$ cat config.mk
export PLATFORM = sky130hd
export DESIGN_NAME = dmg_mac
export DESIGN_NICKNAME = d
export VERILOG_FILES = /design/src/dmg_pkg.sv /design/src/dmg_mac.sv
export SDC_FILE = /design/constraint.sdc
export NUM_CORES = 2
export LEC_CHECK = 0
export BUFFER_PORTS_ARGS = -buffer_cell sky130_fd_sc_hd__buf_4
export CAP_MARGIN = 20
export CORE_ASPECT_RATIO = 0.7
export CORE_MARGIN = 1.5
export CORE_UTILIZATION = 45
export DETAILED_ROUTE_END_ITERATION = 6
export SKIP_CTS_REPAIR_TIMING = 1
export SLEW_MARGIN = 10
export SYNTH_ARGS = -nofsm -noshare
export SYNTH_HDL_FRONTEND = slang
export SYNTH_SLANG_ARGS = --single-unit
$ cat constraint.sdc
create_clock -name clk -period 8.6 [get_ports clk]
set_input_delay 2.15 -clock clk [delete_from_list [all_inputs] [get_ports clk]]
set_output_delay 2.15 -clock clk [all_outputs]
set_load 0.01 [all_outputs]
$ cat src/dmg_pkg.sv
// ----------------------------------------------------------------------------
// dmg_pkg
// Shared types, constants and helpers of the minimum-elevation grid block.
// ----------------------------------------------------------------------------
`default_nettype none

package dmg_pkg;

  // Default grid capacity.
  localparam int DEF_MAX_COLS = 64;
  localparam int DEF_MAX_ROWS = 64;

  // Largest cell shift in effect; larger settings saturate here.
  localparam logic [4:0] SHIFT_LIMIT = 5'd20;

  // Multiply-accumulate widths.
  localparam int MA_W  = 33;
  localparam int MB_W  = 22;
  localparam int ACC_W = 58;

  // Configuration register indexes.
  localparam logic [2:0] CFG_ORIGIN_X  = 3'd0;
  localparam logic [2:0] CFG_ORIGIN_Y  = 3'd1;
  localparam logic [2:0] CFG_SHIFT_X   = 3'd2;
  localparam logic [2:0] CFG_SHIFT_Y   = 3'd3;
  localparam logic [2:0] CFG_GRID_COLS = 3'd4;
  localparam logic [2:0] CFG_GRID_ROWS = 3'd5;
  localparam logic [2:0] CFG_GROUND    = 3'd6;

  // Function codes of an item.
  localparam logic [1:0] FUNC_INSERT   = 2'd0;
  localparam logic [1:0] FUNC_CELL     = 2'd1;
  localparam logic [1:0] FUNC_BILINEAR = 2'd2;
  localparam logic [1:0] FUNC_UNUSED   = 2'd3;

  // Sequencer states.
  typedef enum logic [4:0] {
    S_CLEAR, S_IDLE, S_DIFF, S_GRID, S_ADDR,
    S_RD0, S_RD1, S_RD2, S_RD3, S_RD4,
    S_A0, S_A1, S_A2, S_A3, S_A4, S_A5,
    S_B0, S_B1, S_B2, S_B3, S_B4, S_B5,
    S_FIN
  } state_t;

  // Accumulator control of the shared multiplier.
  typedef struct packed {
    logic acc_en;
    logic acc_clr;
  } mac_ctl_t;

  // Saturating z minus ground elevation.
  function automatic logic signed [31:0] sat_sub(input logic signed [31:0] z,
                                                 input logic signed [32:0] g);
    logic signed [33:0] diff;
    logic signed [31:0] res;
    diff = {{2{z[31]}}, z} - {g[32], g};
    if (diff[33:31] == 3'b000 || diff[33:31] == 3'b111) begin
      res = diff[31:0];
    end else if (diff[33]) begin
      res = 32'sh8000_0000;
    end else begin
      res = 32'sh7fff_ffff;
    end
    return res;
  endfunction

endpackage

`default_nettype wire

$ cat src/dmg_mac.sv
// ----------------------------------------------------------------------------
// dmg_mac
// Shared multiplier with a product register and an accumulator.
// ----------------------------------------------------------------------------
`default_nettype none

module dmg_mac (
  input  wire logic                              clk,
  input  wire dmg_pkg::mac_ctl_t                 ctl,
  input  wire logic signed [dmg_pkg::MA_W-1:0]   op_a,
  input  wire logic signed [dmg_pkg::MB_W-1:0]   op_b,
  output logic signed [dmg_pkg::ACC_W-1:0]       acc
);

  import dmg_pkg::*;

  logic signed [MA_W+MB_W-1:0] prod_r;

  // Product stage.
  always_ff @(posedge clk) begin
    prod_r <= op_a * op_b;
  end

  // Accumulate the previous product, or load it alone.
  always_ff @(posedge clk) begin
    if (ctl.acc_en) begin
      acc <= (ctl.acc_clr ? '0 : acc)
           + {{(ACC_W-MA_W-MB_W){prod_r[MA_W+MB_W-1]}}, prod_r};
    end
  end

endmodule

`default_nettype wire

---- Word level (Yosys, flattened, before mapping) ----
Cells that the tools add are included.
word-level totals
  memory bits (read-only) ................. 0
  input port bits ......................... 58
  RAM bits ................................ 0
  memories ................................ 0
  word-level logic and storage cells ...... 5
  register bits after elaboration ......... 113
  output and inout bits ................... 58
  bits in latches ......................... 0
operators by class
  add/sub/neg operators ................... 1
  $mul .................................... 1
  multiplexer cells ....................... 1
  magnitude comparators ................... 0
  reduce and logical (&&, ||, !) cells .... 0
  equal/unequal tests ..................... 0
  divide/modulo/power cells ............... 0
  bitwise gates (word level) .............. 0
  shifts and indexed selects .............. 0
operator list
  operator                                        number
  58-bit adder                                    1
  58-bit 2-to-1 mux                               1
  33-bit by 22-bit multiplier with 55-bit output  1

---- Depth between registers and ports, before layout ----
  depth in word-level cells ............... 2
  gate-level depth with buffers ........... 26
  mapped depth without buffers ............ 25

---- Worst setup path after synthesis ----
No wires, ideal clock.
  path type ............................... input -> register
  start point ............................. input port op_a[32] (netlist bit)
  end point ............................... register prod_r[51]
  setup slack ............................. 0.027 ns
  path buffers ............................ 2
  stages .................................. 24
  required time ........................... 8.497 ns
  arrival time ............................ 8.470 ns
  cells stage by stage .................... clkbuf_1 > nand2_1 > inv_1 > fa_1 > fa_1 > inv_1 > fa_1 > inv_1 > fa_1 > fa_1 > fa_1 > inv_1 > fa_1 > inv_1 > ha_1 > clkbuf_1 > a21oi_1 > o21bai_1 > a21oi_1 > o21bai_1 > a21oi_1 > o21ai_0 > nor3_1 > a2111oi_2
on the way
  cells in the longest elaborated chain, start to end .. 1
RTL lines
  item                                            RTL line       text
  from (decl)                                     dmg_mac.sv:10  input wire logic signed [dmg_pkg::MA_W-1:0] op_a,
  33-bit by 22-bit multiplier with 55-bit output  dmg_mac.sv:21  prod_r <= op_a * op_b;
  to (signal assigned)                            dmg_mac.sv:21
  to (decl)                                       dmg_mac.sv:17  logic signed [MA_W+MB_W-1:0] prod_r;
Every way passes these cells.
A chain may end at the register's enable or synchronous reset.

---- Worst setup path in the final report ----
  start point ............................. input port op_b[1] (netlist bit)
  end point ............................... register prod_r[51]
on the way
  cells in the longest elaborated chain, start to end .. 1
RTL lines
  item                                            RTL line       text
  from (decl)                                     dmg_mac.sv:11  input wire logic signed [dmg_pkg::MB_W-1:0] op_b,
  33-bit by 22-bit multiplier with 55-bit output  dmg_mac.sv:21
Every way passes these cells.

==> impl_metrics.env <==
export IMPL_rows=81
export IMPL_relSlewSlack=0.4342
export IMPL_grt_pass1_vias=25510
export IMPL_wl_per_cell_um=17.69
export IMPL_cp_required_ns=8.93
export IMPL_route_met3_wl_um=4648
export IMPL_clk_insertion_delay_late_ns=0.44
export IMPL_worstSetupEndpointType="flip-flop"
export IMPL_synth_area_top_cells="fa_1 45%, inv_1 8.8%, ha_1 8.4%, and2_1 5.9%, nand2_1 5.5%"
export IMPL_crit_chain="buf_4 > nand2_1 > fa_1 > fa_1 > fa_1 > fa_1 > fa_1 > inv_1 > fa_1 > inv_1 > fa_1 > inv_1 > ha_1 > and3_1 > nand4_1 > a211o_1 > a31oi_1 > and4_1 > o211ai_1 > buf_4 > a21oi_1 > nor3_1 > a2111oi_2"
export IMPL_synthTopCellsByCount="749 x inv_1, 722 x fa_1, 465 x nand2_1, 302 x and2_1, 214 x ha_1"
export IMPL_ys_ff_latch=113
export IMPL_wl_met1_um=40790
export IMPL_drt_iter0_drc=1414
export IMPL_cp_arrival_ns=8.61
export IMPL_grt_max_degree=59
export IMPL_dp_hpwl_um=72300
export IMPL_antenna_found_initial=1
export IMPL_wl_met2_um=36410
export IMPL_placed_cell_area_mm2=0.03541
export IMPL_cts_tree="done"
export IMPL_finClkSkew_ns=0.01298
export IMPL_start_kind="primary input"
export IMPL_cts_sinks=113
export IMPL_max_slew_worst_pin_slew_ns=0.8488
export IMPL_drv_slew=0
export IMPL_finalWirelength_um=82770
export IMPL_fmax_mhz=120.8
export IMPL_die_h_um=226.0
export IMPL_yosysWarningCount=0
export IMPL_drc=0
export IMPL_htreeDepth=4
export IMPL_cp_common_cell="fa_1"
export IMPL_layout_drive_gt1_share=0.1106
export IMPL_final_area_mm2=0.03607
export IMPL_avgSynthCellArea_um2=9.144
export IMPL_synth_edf_count=58
export IMPL_core_mm2=0.07003
export IMPL_rsz0062_at_grt="false"
export IMPL_maxCapViolations=0
export IMPL_r2r_setup_slack_ns=4.72
export IMPL_die_area_mm2=0.07269
export IMPL_finalCriticalPeriod_ns=8.278
export IMPL_post_synth_top_count_cell="inv_1"
export IMPL_yosysSeqAreaShare=0.08890
export IMPL_synth_cell_area_mm2=0.03198
export IMPL_critPathKind="in -> reg"
export IMPL_highest_layer="met5"
export IMPL_synthToLayoutAreaGrowth_pct=12.81
export IMPL_io_pins=116
export IMPL_status="completed"
export IMPL_tns_ns=0
export IMPL_critPathMaxStageDelay_ns=0.58
export IMPL_vias=23510
export IMPL_grt_overflow_total=0
export IMPL_hold_viol=0
export IMPL_netlist_instances=3497
export IMPL_vias_per_cell=5.024
export IMPL_layout_nets=4705
export IMPL_ant_nets=0
export IMPL_firstDrtPassIters=5
export IMPL_cts_made_buffers=17
export IMPL_synth_flop_cell="edfxtp_1"
export IMPL_grtUsageTotal=0.2428
export IMPL_synth_top_area_frac=0.4520
export IMPL_fin_crit_sh=0.9625
export IMPL_worst_path_max_fanout=12
export IMPL_io_buffers=115
export IMPL_root_buffer="clkbuf_16"
export IMPL_fp_dieW_um=321.6
export IMPL_clkSlewWorstSetupHoldPaths_ns=0.06
export IMPL_clock_path_buffers=2
export IMPL_critPathSlowestCell="fa_1"
export IMPL_hold_path_class="reg -> reg"
export IMPL_syn_nets=4491
export IMPL_grt_pass1_wl_um=138300
export IMPL_gp_congestion=0.9069
export IMPL_start_util=0.4566
export IMPL_synth_cell_type_count=73
export IMPL_synth_async_sr_flop_share=0
export IMPL_setup_viol=0
export IMPL_yosysTopAreaCell="fa_1"
[metrics by stage]
stage                     std cells  setup slack, ns  utilization  hold slack [ns]
after floorplan                3497          0.02694            -           0.5083
after global placement         4646          -0.1433       0.5057           0.6069
after CTS                      4678           0.2271       0.5150           0.6092
after detailed placement       4646          -0.1762       0.5057           0.5900
final                          4679           0.3221       0.5151           0.5931
after global routing           4678          0.02635       0.5151           0.6311
[layout by cell type (no fill, tap or decap), types with 21 or more instances in the layout]
master,n
nor2_1,115
inv_1,749
nand3_1,24
o21ai_0,53
edfxtp_1,58
nand2_1,465
nor2b_1,69
o21bai_1,21
ha_1,214
nand2b_1,22
xor2_1,21
xnor2_1,81
a21oi_1,112
fa_1,721
and2_1,302
dfxtp_1,55
buf_4,344
a21o_1,46
[cell type report]
class                           instances  area (µm²)
Fill cell                            6572       33960
Multi-Input combinational cell       2470       25680
Timing Repair Buffer                  359        2883
Sequential cell                       113        2843
Inverter                              750        2815
Tap cell                              954        1194
Clock buffer                           21       483.0
Clock inverter                         11       171.4
Antenna cell                            1       2.502
[sequential cells by signal, summed over array words and instances, names as in the netlist]
register  flops
acc          58
prod_r       55
[metal layers]
metal | up-vias | global-route usage
li1 | 10960 | -
met1 | 11920 | 0.3606
met2 | 558 | 0.3808
met3 | 61 | 0.04044
met4 | 2 | 0.03317
met5 | - | 0
[final timing paths]
kind / start / cells after the start / endpoint
worst max-delay path: op_b[1] / 23 / prod_r[51]
worst max register to register: acc[9] / 11 / acc[55]
worst min-delay path: prod_r[0] / 1 / acc[0]
worst min register to register: prod_r[0] / 1 / acc[0]
[critical path: cells and delay by family]
family | cells | cell delay [ns]
fa+ha+maj | 8 | 3.84
simple gates | 5 | 0.84
compound gates | 5 | 1.29
buf+inv | 5 | 0.51
[cells by family (layout without fill, tap and decap cells)]
family | after synthesis | count (layout) | synth area share
flops | 113 | 113 | 0.08890
xor+xnor | 102 | 102 | 0.02794
buf+inv | 914 | 1141 | 0.1080
mux | 5 | 5 | 0.001604
fa+ha+maj | 936 | 936 | 0.5358
simple gates | 1072 | 1072 | 0.1636
compound gates | 355 | 355 | 0.07419
other cells | 0 | 1 | 0
Power is not shown: default switching activity piles up to over one toggle a cycle in this logic, so the estimate is an artifact.
